File: src/rtl/core/smh64_pkg.sv
// Package for the streaming 64-bit mixed hash: widths, mixing constants,
// step and phase codes, and the command/status structs between controller and datapath.
// No dependencies.
`timescale 1ns / 1ps

package smh64_pkg;

  // field widths
  localparam int WordW   = 64;
  localparam int NbW     = 4;
  localparam int MsgLenW = 32;
  localparam int HalfW   = 32;

  // message length is masked to this many bits
  localparam int LenBits = 32;
  localparam int LenKeep = (LenBits < MsgLenW) ? LenBits : MsgLenW;
  localparam logic [MsgLenW-1:0] LenMask =
    MsgLenW'((65'd1 << LenKeep) - 65'd1);

  // mixing constants
  localparam logic [WordW-1:0] Golden = 64'h9e3779b97f4a7c15;
  localparam logic [WordW-1:0] MixC1  = 64'hff51afd7ed558ccd;
  localparam logic [WordW-1:0] MixC2  = 64'hc4ceb9fe1a85ec53;
  localparam int ShiftMix = 33;

  // bytes in a full word
  localparam logic [NbW-1:0] FullBytes = 4'd8;

  // partial product steps of one 64x64 (low half) multiply
  localparam logic [1:0] StepLL = 2'd0;  // a_lo * b_lo
  localparam logic [1:0] StepLH = 2'd1;  // a_lo * b_hi, upper half
  localparam logic [1:0] StepHL = 2'd2;  // a_hi * b_lo, upper half, write-back

  // which multiply the datapath is working on
  typedef enum logic [1:0] {
    PhInit,  // length * golden, seeds the hash
    PhKey,   // word * C1
    PhHash,  // hash * C2
    PhFin    // finaliser multiply by C1
  } phase_e;

  typedef struct packed {
    logic       load;     // latch input word
    logic       mul_en;   // run one multiply step
    logic [1:0] step;
    phase_e     phase;
  } dp_cmd_t;

  typedef struct packed {
    logic in_nbz;     // incoming word carries no bytes
    logic in_last;    // incoming word ends its message
    logic nbz;        // latched word carries no bytes
    logic last;       // latched word ends its message
    logic out_valid;  // result register occupied
  } dp_sts_t;

endpackage

File: src/rtl/core/smh64_in_if.sv
// Input channel of the hash block: valid/ready handshake and one message word.
// Depends on smh64_pkg.
`timescale 1ns / 1ps

interface smh64_in_if;
  logic                            valid;
  logic                            ready;
  logic [smh64_pkg::WordW-1:0]     data_word;
  logic [smh64_pkg::NbW-1:0]       valid_bytes;
  logic                            last_word;
  logic [smh64_pkg::MsgLenW-1:0]   message_length;

  modport source (
    output valid, data_word, valid_bytes, last_word, message_length,
    input  ready
  );
  modport sink (
    input  valid, data_word, valid_bytes, last_word, message_length,
    output ready
  );
endinterface

File: src/rtl/core/smh64_out_if.sv
// Output channel of the hash block: valid/ready handshake and the 64-bit hash.
// Depends on smh64_pkg.
`timescale 1ns / 1ps

interface smh64_out_if;
  logic                        valid;
  logic                        ready;
  logic [smh64_pkg::WordW-1:0] hash_value;

  modport source (output valid, hash_value, input ready);
  modport sink   (input valid, hash_value, output ready);
endinterface

File: src/rtl/core/streaming_mixed_hash64.sv
// Top level of the streaming 64-bit mixed hash: controller plus datapath.
// Depends on smh64_pkg, smh64_in_if, smh64_out_if, smh64_ctrl, smh64_dp.
//
// Usage:
//   in_i carries one message word at a time (data_word, valid_bytes,
//   last_word, message_length); a word is taken when valid and ready are
//   both high. message_length is read on the first word of each message.
//   out_o carries one hash_value word per message, after its last word.
//   The seed is written through cfg_we_i/cfg_wdata_i while the block is idle;
//   the block itself does not enforce this. All 64-bit multiplies run on one
//   shared 32x32 multiplier, as the partial product steps LL, LH and HL, and
//   a word takes 0 to 4 multiplies: one to seed a first word, two to mix a
//   non-empty word, one for the finaliser on a last word. A new word is taken
//   only while the block is idle, once every multiply of the last word is done.
//   Reset clears the seed to zero and waits for the first word of a message.
//   The result sits in an output register; the next words are accepted
//   while it waits, and only the next finaliser holds until it is taken.
`timescale 1ns / 1ps

module streaming_mixed_hash64 (
  input  logic                        clk_i,
  input  logic                        rst_ni,
  smh64_in_if.sink                    in_i,
  smh64_out_if.source                 out_o,
  input  logic                        cfg_we_i,
  input  logic [smh64_pkg::WordW-1:0] cfg_wdata_i
);

  smh64_pkg::dp_cmd_t cmd;
  smh64_pkg::dp_sts_t sts;
  logic               in_ready;

  assign in_i.ready = in_ready;

  smh64_ctrl u_ctrl (
    .clk_i      (clk_i),
    .rst_ni     (rst_ni),
    .in_valid_i (in_i.valid),
    .in_ready_o (in_ready),
    .sts_i      (sts),
    .cmd_o      (cmd)
  );

  smh64_dp u_dp (
    .clk_i            (clk_i),
    .rst_ni           (rst_ni),
    .cfg_we_i         (cfg_we_i),
    .cfg_wdata_i      (cfg_wdata_i),
    .data_word_i      (in_i.data_word),
    .valid_bytes_i    (in_i.valid_bytes),
    .last_word_i      (in_i.last_word),
    .message_length_i (in_i.message_length),
    .cmd_i            (cmd),
    .sts_o            (sts),
    .out_valid_o      (out_o.valid),
    .out_ready_i      (out_o.ready),
    .hash_o           (out_o.hash_value)
  );

endmodule

File: src/rtl/core/smh64_dp.sv
// Datapath of the hash block: seed register, latched word, running hash,
// one shared 32x32 multiplier with its accumulator, and the result register.
// Depends on smh64_pkg.
`timescale 1ns / 1ps

module smh64_dp (
  input  logic                            clk_i,
  input  logic                            rst_ni,
  input  logic                            cfg_we_i,
  input  logic [smh64_pkg::WordW-1:0]     cfg_wdata_i,
  input  logic [smh64_pkg::WordW-1:0]     data_word_i,
  input  logic [smh64_pkg::NbW-1:0]       valid_bytes_i,
  input  logic                            last_word_i,
  input  logic [smh64_pkg::MsgLenW-1:0]   message_length_i,
  input  smh64_pkg::dp_cmd_t              cmd_i,
  output smh64_pkg::dp_sts_t              sts_o,
  output logic                            out_valid_o,
  input  logic                            out_ready_i,
  output logic [smh64_pkg::WordW-1:0]     hash_o
);

  logic [smh64_pkg::WordW-1:0]   seed_q;
  logic [smh64_pkg::WordW-1:0]   hash_q;
  logic [smh64_pkg::WordW-1:0]   key_q;
  logic [smh64_pkg::MsgLenW-1:0] len_q;
  logic                          full_q;
  logic                          nbz_q;
  logic                          last_q;
  logic [smh64_pkg::WordW-1:0]   acc_q;
  logic [smh64_pkg::WordW-1:0]   out_q;
  logic                          out_valid_q;

  logic [smh64_pkg::NbW-1:0]     in_nb;
  logic [smh64_pkg::WordW-1:0]   word_masked;
  logic [smh64_pkg::WordW-1:0]   op_a;
  logic [smh64_pkg::WordW-1:0]   op_b;
  logic [smh64_pkg::HalfW-1:0]   a_part;
  logic [smh64_pkg::HalfW-1:0]   b_part;
  logic [smh64_pkg::WordW-1:0]   prod;
  logic [smh64_pkg::WordW-1:0]   acc_sum;
  logic [smh64_pkg::WordW-1:0]   key_mix;
  logic [smh64_pkg::WordW-1:0]   hash_mix;
  logic [smh64_pkg::WordW-1:0]   fin_mix;

  // byte count saturates at a full word; bytes above the count are cleared
  assign in_nb = (valid_bytes_i > smh64_pkg::FullBytes) ? smh64_pkg::FullBytes
                                                        : valid_bytes_i;
  always_comb begin
    for (int i = 0; i < 8; i++) begin
      word_masked[8*i +: 8] = (smh64_pkg::NbW'(i) < in_nb) ? data_word_i[8*i +: 8]
                                                          : 8'h00;
    end
  end

  // operand selection per phase; operands hold still during the three steps
  always_comb begin
    case (cmd_i.phase)
      smh64_pkg::PhInit: begin
        op_a = {{(smh64_pkg::WordW - smh64_pkg::MsgLenW){1'b0}}, len_q};
        op_b = smh64_pkg::Golden;
      end
      smh64_pkg::PhKey: begin
        op_a = key_q;
        op_b = smh64_pkg::MixC1;
      end
      smh64_pkg::PhHash: begin
        op_a = hash_q;
        op_b = smh64_pkg::MixC2;
      end
      default: begin
        op_a = hash_q ^ (hash_q >> smh64_pkg::ShiftMix);
        op_b = smh64_pkg::MixC1;
      end
    endcase
  end

  // one 32x32 partial product a step, the cross terms land in the upper half
  assign a_part  = (cmd_i.step == smh64_pkg::StepHL) ? op_a[63:32] : op_a[31:0];
  assign b_part  = (cmd_i.step == smh64_pkg::StepLH) ? op_b[63:32] : op_b[31:0];
  assign prod    = {32'h0, a_part} * {32'h0, b_part};
  assign acc_sum = acc_q + {prod[31:0], 32'h0};

  // write-back mixes, from the completed product
  assign key_mix  = full_q ? (acc_sum ^ (acc_sum >> smh64_pkg::ShiftMix)) : acc_sum;
  assign hash_mix = full_q ? {acc_sum[32:0], acc_sum[63:33]} : acc_sum;
  assign fin_mix  = acc_sum ^ (acc_sum >> smh64_pkg::ShiftMix);

  // control state: seed and result flag
  always_ff @(posedge clk_i or negedge rst_ni) begin
    if (!rst_ni) begin
      seed_q      <= '0;
      out_valid_q <= 1'b0;
    end else begin
      if (cfg_we_i) begin
        seed_q <= cfg_wdata_i;
      end
      if (cmd_i.mul_en && cmd_i.step == smh64_pkg::StepHL &&
          cmd_i.phase == smh64_pkg::PhFin) begin
        out_valid_q <= 1'b1;
      end else if (out_ready_i) begin
        out_valid_q <= 1'b0;
      end
    end
  end

  // payload registers
  always_ff @(posedge clk_i) begin
    if (cmd_i.load) begin
      key_q  <= word_masked;
      len_q  <= message_length_i & smh64_pkg::LenMask;
      full_q <= (in_nb == smh64_pkg::FullBytes);
      nbz_q  <= (in_nb == '0);
      last_q <= last_word_i;
    end
    if (cmd_i.mul_en) begin
      acc_q <= (cmd_i.step == smh64_pkg::StepLL) ? prod : acc_sum;
      if (cmd_i.step == smh64_pkg::StepHL) begin
        case (cmd_i.phase)
          smh64_pkg::PhInit: hash_q <= seed_q ^ acc_sum;
          smh64_pkg::PhKey:  hash_q <= hash_q ^ key_mix;
          smh64_pkg::PhHash: hash_q <= hash_mix;
          default: begin
            hash_q <= fin_mix;
            out_q  <= fin_mix;
          end
        endcase
      end
    end
  end

  assign sts_o.in_nbz    = (in_nb == '0);
  assign sts_o.in_last   = last_word_i;
  assign sts_o.nbz       = nbz_q;
  assign sts_o.last      = last_q;
  assign sts_o.out_valid = out_valid_q;

  assign out_valid_o = out_valid_q;
  assign hash_o      = out_q;

endmodule

File: src/rtl/core/smh64_ctrl.sv
// Controller of the hash block: sequences the multiplies of each word and
// tracks whether a message is in progress. Depends on smh64_pkg.
`timescale 1ns / 1ps

module smh64_ctrl (
  input  logic               clk_i,
  input  logic               rst_ni,
  input  logic               in_valid_i,
  output logic               in_ready_o,
  input  smh64_pkg::dp_sts_t sts_i,
  output smh64_pkg::dp_cmd_t cmd_o
);

  localparam logic [2:0] SIdle = 3'd0;
  localparam logic [2:0] SInit = 3'd1;
  localparam logic [2:0] SKey  = 3'd2;
  localparam logic [2:0] SHash = 3'd3;
  localparam logic [2:0] SFin  = 3'd4;

  logic [2:0] state_q, state_d;
  logic [1:0] step_q, step_d;
  logic       mid_q, mid_d;
  logic       run;
  logic [2:0] after_mul;

  // state after the current multiply finishes
  always_comb begin
    case (state_q)
      SInit:   after_mul = !sts_i.nbz ? SKey : (sts_i.last ? SFin : SIdle);
      SKey:    after_mul = SHash;
      SHash:   after_mul = sts_i.last ? SFin : SIdle;
      default: after_mul = SIdle;
    endcase
  end

  // finaliser waits for a free result register before its first step
  assign run = !(state_q == SFin && step_q == smh64_pkg::StepLL && sts_i.out_valid);

  always_comb begin
    state_d      = state_q;
    step_d       = step_q;
    mid_d        = mid_q;
    in_ready_o   = 1'b0;
    cmd_o.load   = 1'b0;
    cmd_o.mul_en = 1'b0;
    cmd_o.step   = step_q;
    case (state_q)
      SInit:   cmd_o.phase = smh64_pkg::PhInit;
      SKey:    cmd_o.phase = smh64_pkg::PhKey;
      SHash:   cmd_o.phase = smh64_pkg::PhHash;
      SFin:    cmd_o.phase = smh64_pkg::PhFin;
      default: cmd_o.phase = smh64_pkg::PhInit;
    endcase

    case (state_q)
      SIdle: begin
        in_ready_o = 1'b1;
        if (in_valid_i) begin
          cmd_o.load = 1'b1;
          mid_d      = !sts_i.in_last;
          if (!mid_q) begin
            state_d = SInit;
          end else if (!sts_i.in_nbz) begin
            state_d = SKey;
          end else if (sts_i.in_last) begin
            state_d = SFin;
          end
        end
      end
      SInit, SKey, SHash, SFin: begin
        if (run) begin
          cmd_o.mul_en = 1'b1;
          if (step_q == smh64_pkg::StepHL) begin
            step_d  = smh64_pkg::StepLL;
            state_d = after_mul;
          end else begin
            step_d = step_q + 2'd1;
          end
        end
      end
      default: begin
        state_d = SIdle;
        step_d  = smh64_pkg::StepLL;
      end
    endcase
  end

  always_ff @(posedge clk_i or negedge rst_ni) begin
    if (!rst_ni) begin
      state_q <= SIdle;
      step_q  <= smh64_pkg::StepLL;
      mid_q   <= 1'b0;
    end else begin
      state_q <= state_d;
      step_q  <= step_d;
      mid_q   <= mid_d;
    end
  end

endmodule
File: src/flat_wrapper.sv
// flat-port wrapper written by rule: the top's interface ports become plain ports
module streaming_mixed_hash64_flat 
  (clk_i, rst_ni, cfg_we_i, cfg_wdata_i, in_i_valid, in_i_data_word, in_i_valid_bytes, in_i_last_word, in_i_message_length, in_i_ready, out_o_valid, out_o_hash_value, out_o_ready);
  smh64_in_if in_i_i ();
  smh64_out_if out_o_i ();
  input  logic clk_i;
  input  logic rst_ni;
  input  logic cfg_we_i;
  input  logic [smh64_pkg::WordW-1:0] cfg_wdata_i;
  input wire logic [$bits(in_i_i.valid)-1:0] in_i_valid;
  input wire logic [$bits(in_i_i.data_word)-1:0] in_i_data_word;
  input wire logic [$bits(in_i_i.valid_bytes)-1:0] in_i_valid_bytes;
  input wire logic [$bits(in_i_i.last_word)-1:0] in_i_last_word;
  input wire logic [$bits(in_i_i.message_length)-1:0] in_i_message_length;
  output wire logic [$bits(in_i_i.ready)-1:0] in_i_ready;
  output wire logic [$bits(out_o_i.valid)-1:0] out_o_valid;
  output wire logic [$bits(out_o_i.hash_value)-1:0] out_o_hash_value;
  input wire logic [$bits(out_o_i.ready)-1:0] out_o_ready;
  assign in_i_i.valid = in_i_valid;
  assign in_i_i.data_word = in_i_data_word;
  assign in_i_i.valid_bytes = in_i_valid_bytes;
  assign in_i_i.last_word = in_i_last_word;
  assign in_i_i.message_length = in_i_message_length;
  assign in_i_ready = in_i_i.ready;
  assign out_o_valid = out_o_i.valid;
  assign out_o_hash_value = out_o_i.hash_value;
  assign out_o_i.ready = out_o_ready;
  streaming_mixed_hash64 u_core (.clk_i(clk_i), .rst_ni(rst_ni), .in_i(in_i_i), .out_o(out_o_i), .cfg_we_i(cfg_we_i), .cfg_wdata_i(cfg_wdata_i));
endmodule
File: config.mk
export PLATFORM = sky130hd
export DESIGN_NAME = streaming_mixed_hash64_flat
export DESIGN_NICKNAME = d
export VERILOG_FILES = /design/src/rtl/core/smh64_pkg.sv /design/src/rtl/core/smh64_in_if.sv /design/src/rtl/core/smh64_out_if.sv /design/src/rtl/core/streaming_mixed_hash64.sv /design/src/rtl/core/smh64_dp.sv /design/src/rtl/core/smh64_ctrl.sv /design/src/flat_wrapper.sv
export SDC_FILE = /design/constraint.sdc
export NUM_CORES = 2
export LEC_CHECK = 0
export BUFFER_PORTS_ARGS = -buffer_cell sky130_fd_sc_hd__buf_4
export CAP_MARGIN = 20
export CORE_MARGIN = 3
export CORE_UTILIZATION = 33
export CTS_CLUSTER_DIAMETER = 50
export DETAILED_ROUTE_END_ITERATION = 10
export GPL_ROUTABILITY_DRIVEN = 0
export GPL_TIMING_DRIVEN = 0
export MAX_ROUTING_LAYER = met4
export PLACE_DENSITY_LB_ADDON = 0.12
export SLEW_MARGIN = 25
export SYNTH_ARGS = -nofsm -noshare
export SYNTH_HDL_FRONTEND = slang
export SYNTH_SLANG_ARGS = --single-unit
export TNS_END_PERCENT = 10
File: constraint.sdc
create_clock -name clk_i -period 23.2 [get_ports clk_i]
set_input_delay 3.48 -clock clk_i [delete_from_list [all_inputs] [get_ports clk_i]]
set_output_delay 3.48 -clock clk_i [all_outputs]
set_load 0.1 [all_outputs]
==> flow_metrics.py <==
metrics = {
    "global_route": {
        "grt_max_degree": 72,
        "grt_pass1_wl_mm": 326,
        "use_met1_pct": 40.9,
        "track_usage_pct": 30.1,
        "antenna_found_initial": 12,
        "use_met2_pct": 43.3,
        "grt.met3_usage_pct": 6.50,
        "grt.busiest_layer": "met2",
        "grt-ovfl-total": 0,
        "grt_pass1_vias": 42200,
    },
    "logic_synthesis": {
        "synth_top_area_share_pct": 35.1,
        "synth_compound_area_share_pct": 9.61,
        "synthMuxAreaShare_pct": 2.24,
        "ys_ff_latch": 362,
        "synthSimpleGateAreaFrac_pct": 11.2,
        "async_reset_ff_share_pct": 19.6,
        "synthAdderAreaFrac_pct": 42.4,
        "synthesis.area_mm2": 0.0512,
        "synth_enable_flop_cells": 291,
        "ys_seq_area_share_pct": 20.6,
        "synth_area_leader_cell": "fa_1",
        "synth_xor_xnor_area_share_pct": 4.40,
        "synth_top_family_by_area": "adder cells",
        "syn-num-nets": 6605,
        "synth_area_leaders": "fa_1 35%, edfxtp_1 17%, inv_1 7.6%",
        "synth_ff_type": "edfxtp_1",
        "postSynthAreaPerCell_um2": 9.76,
        "netlist_instances": 5239,
        "yosys_warnings": 0,
        "synth_cell_types": 103,
    },
    "critical_path": {
        "endpoint_kind": "flip-flop",
        "worstSetupStartpointType": "flip-flop",
        "cp.required_ps": 23530,
        "cp_max_fo": 11,
        "cp_common_cell": "fa_1",
        "cpPeakStageDelay_ps": 860,
        "crit_arrival_ps": 17500,
        "path_class": "flip-flop to flip-flop",
        "cp_slowest_cell": "nand2_1",
    },
    "place": {
        "dp_hpwl_mm": 200,
        "pre_cts_slack_ps": 6810,
        "io_buffers": 234,
    },
    "clock_network": {
        "cts.clk_slew.worst_paths_ps": 70,
        "cts_max_path_buffers": 3,
        "cts_tree": "built",
        "clock_latency_ps": 580,
        "root_buffer": "clkbuf_16",
        "htree_levels": 2,
        "cts_resized": 0,
        "cts_made_buffers": 41,
        "post_cts_buffers": 0,
        "clock-sinks": 362,
        "hold_buffers": 0,
    },
    "sta": {
        "relSlewSlack_pct": 18.2,
        "finClkSkew_ps": 24.9,
        "finalSetupViolCount": 0,
        "fmax_mhz": 58.2,
        "worst_slack_ps": 6030,
        "fin_tns_setup_ps": 0,
        "slew_violations": 0,
        "period_share_pct": 74.0,
        "hold_ws_ps": 531,
        "rsz0062_at_grt": "no",
        "fin_crit_ps": 17170,
        "max_slew.worst_pin.slew_ps": 1230,
        "finalHoldViolations": 0,
    },
    "run": {
        "drv_cap": 0,
    },
    "final_layout": {
        "final_nets": 6911,
        "areaGrowthSynthToFinish_pct": 12.6,
        "drive_above_1_share_pct": 9.79,
        "multi_input_area_mm2": 0.0360,
        "final_common_cell": "inv_1",
        "final_cell_mix": "1037 x inv_1, 897 x fa_1, 511 x nor2_1, 468 x nand2_1, 299 x ha_1",
        "regArea_mm2": 0.0105,
        "nFillCells": 15800,
    },
    "floorplanning": {
        "die_height_um": 400,
        "fp-row-count": 143,
        "die_width_um": 400,
        "initial_core_util_pct": 33.4,
        "core_area_mm2": 0.153,
        "dieArea_mm2": 0.160,
        "pin_count": 236,
    },
    "drt": {
        "wl_per_cell_um": 30.6,
        "vias_per_cell": 5.43,
        "dr.pass1.iters": 7,
        "vias": 41300,
        "drt_first_iter_violations": 5196,
        "drcViolationCount": 0,
        "wl_mm": 233,
        "detail-route-antenna-nets": 0,
    },
    "worst_hold_path": {
        "hold_class": "flip-flop to flip-flop",
    },
    "run_status": {
        "status": "finished clean",
    },
}
[cells in the mapped netlist (14+ instances only)]
| cell type | count |
|---|---|
| inv_1 | 1037 |
| fa_1 | 897 |
| nor2_1 | 518 |
| nand2_1 | 469 |
| ha_1 | 299 |
| edfxtp_1 | 291 |
| a21oi_1 | 188 |
| clkbuf_1 | 181 |
| o21ai_0 | 174 |
| xnor2_1 | 139 |
| xor2_1 | 85 |
| a21o_1 | 78 |
| nor2b_1 | 76 |
| dfrtp_1 | 71 |
| mux2_2 | 65 |
| a221oi_1 | 56 |
| nand2b_1 | 53 |
| and2_1 | 52 |
| mux2i_1 | 40 |
| nor3_1 | 29 |
| buf_1 | 27 |
| nand3_1 | 26 |
| or2_2 | 22 |
| a31oi_1 | 21 |
| a22oi_1 | 20 |
| and3_1 | 16 |
| o21ai_1 | 15 |
| o22ai_1 | 15 |
| o211ai_1 | 14 |
| or3_1 | 14 |
[critical path, delay by kind of cell, from the launching register on]
| kind | cells | cell delay [ps] |
|---|---|---|
| simple gates | 6 | 2340 |
| compound gates | 10 | 2330 |
| buf+inv | 14 | 5040 |
| fa+ha+maj | 11 | 5270 |
| flops | 1 | 350 |
| xor+xnor | 3 | 1460 |
[registers in the layout (all words and copies together), names as in the netlist, 2 cells and up]
signal	cells
u_core.u_dp.acc_q	64
u_core.u_dp.seed_q	64
u_core.u_dp.len_q	32
u_core.u_dp.hash_q	64
u_core.u_ctrl.state_q	3
u_core.u_dp.hash_o	64
u_core.u_dp.key_q	64
u_core.u_ctrl.step_q	2
[stage by stage]
step / utilization (%) / cells / instance area, um^2
2_1_floorplan: - / 5239 / 51200
3_3_place_gp: 36.2 / 7503 / 55500
3_5_place_dp: 36.7 / 7531 / 56200
4_1_cts: 37.6 / 7605 / 57500
5_1_grt: 37.6 / 7609 / 57600
6_report: 37.6 / 7611 / 57600
[worst paths after layout]
path	start	to	slack [ps]	cells after the start
max	u_core.u_ctrl.state_q[1]$_DFFE_PN0P_	u_core.u_dp.hash_q[29]$_DFFE_PP_	6030	44
min	u_core.u_dp.seed_q[50]$_DFFE_PN0P_	u_core.u_dp.seed_q[50]$_DFFE_PN0P_	530	1
max reg2reg	u_core.u_ctrl.state_q[1]$_DFFE_PN0P_	u_core.u_dp.hash_q[29]$_DFFE_PP_	6030	44
min reg2reg	u_core.u_dp.seed_q[50]$_DFFE_PN0P_	u_core.u_dp.seed_q[50]$_DFFE_PN0P_	530	1
max in group asynchronous	rst_ni	u_core.u_ctrl.step_q[1]$_DFFE_PN0P_	19700	1
min in group asynchronous	rst_ni	u_core.u_dp.seed_q[25]$_DFFE_PN0P_	2910	1
[routing by layer]
layer	routed length, um	vias up
li1	-	17200
met1	97100	21300
met2	99500	2337
met3	23200	514
met4	13200	0
met5	0	-
[cell type report]
type | count | area share, %
Timing Repair Buffer | 263 | 3.90
Antenna cell | 5 | 0.0217
Clock inverter | 25 | 0.472
Multi-Input combinational cell | 3597 | 62.4
Inverter | 1049 | 6.84
Tap cell | 2030 | 4.41
Buffer | 231 | 1.73
Clock buffer | 49 | 1.92
Sequential cell | 362 | 18.3
[cell families after synthesis]
logic type	after synthesis
flip-flops	362
AND/OR/NAND/NOR	1313
AO/OA/AOI/OAI	742
multiplexers	106
adder cells (fa/ha/maj)	1196
buffers and inverters	1280
XOR/XNOR	240
Power is not shown: default switching activity piles up to over one toggle a cycle in this logic, so the estimate is an artifact.
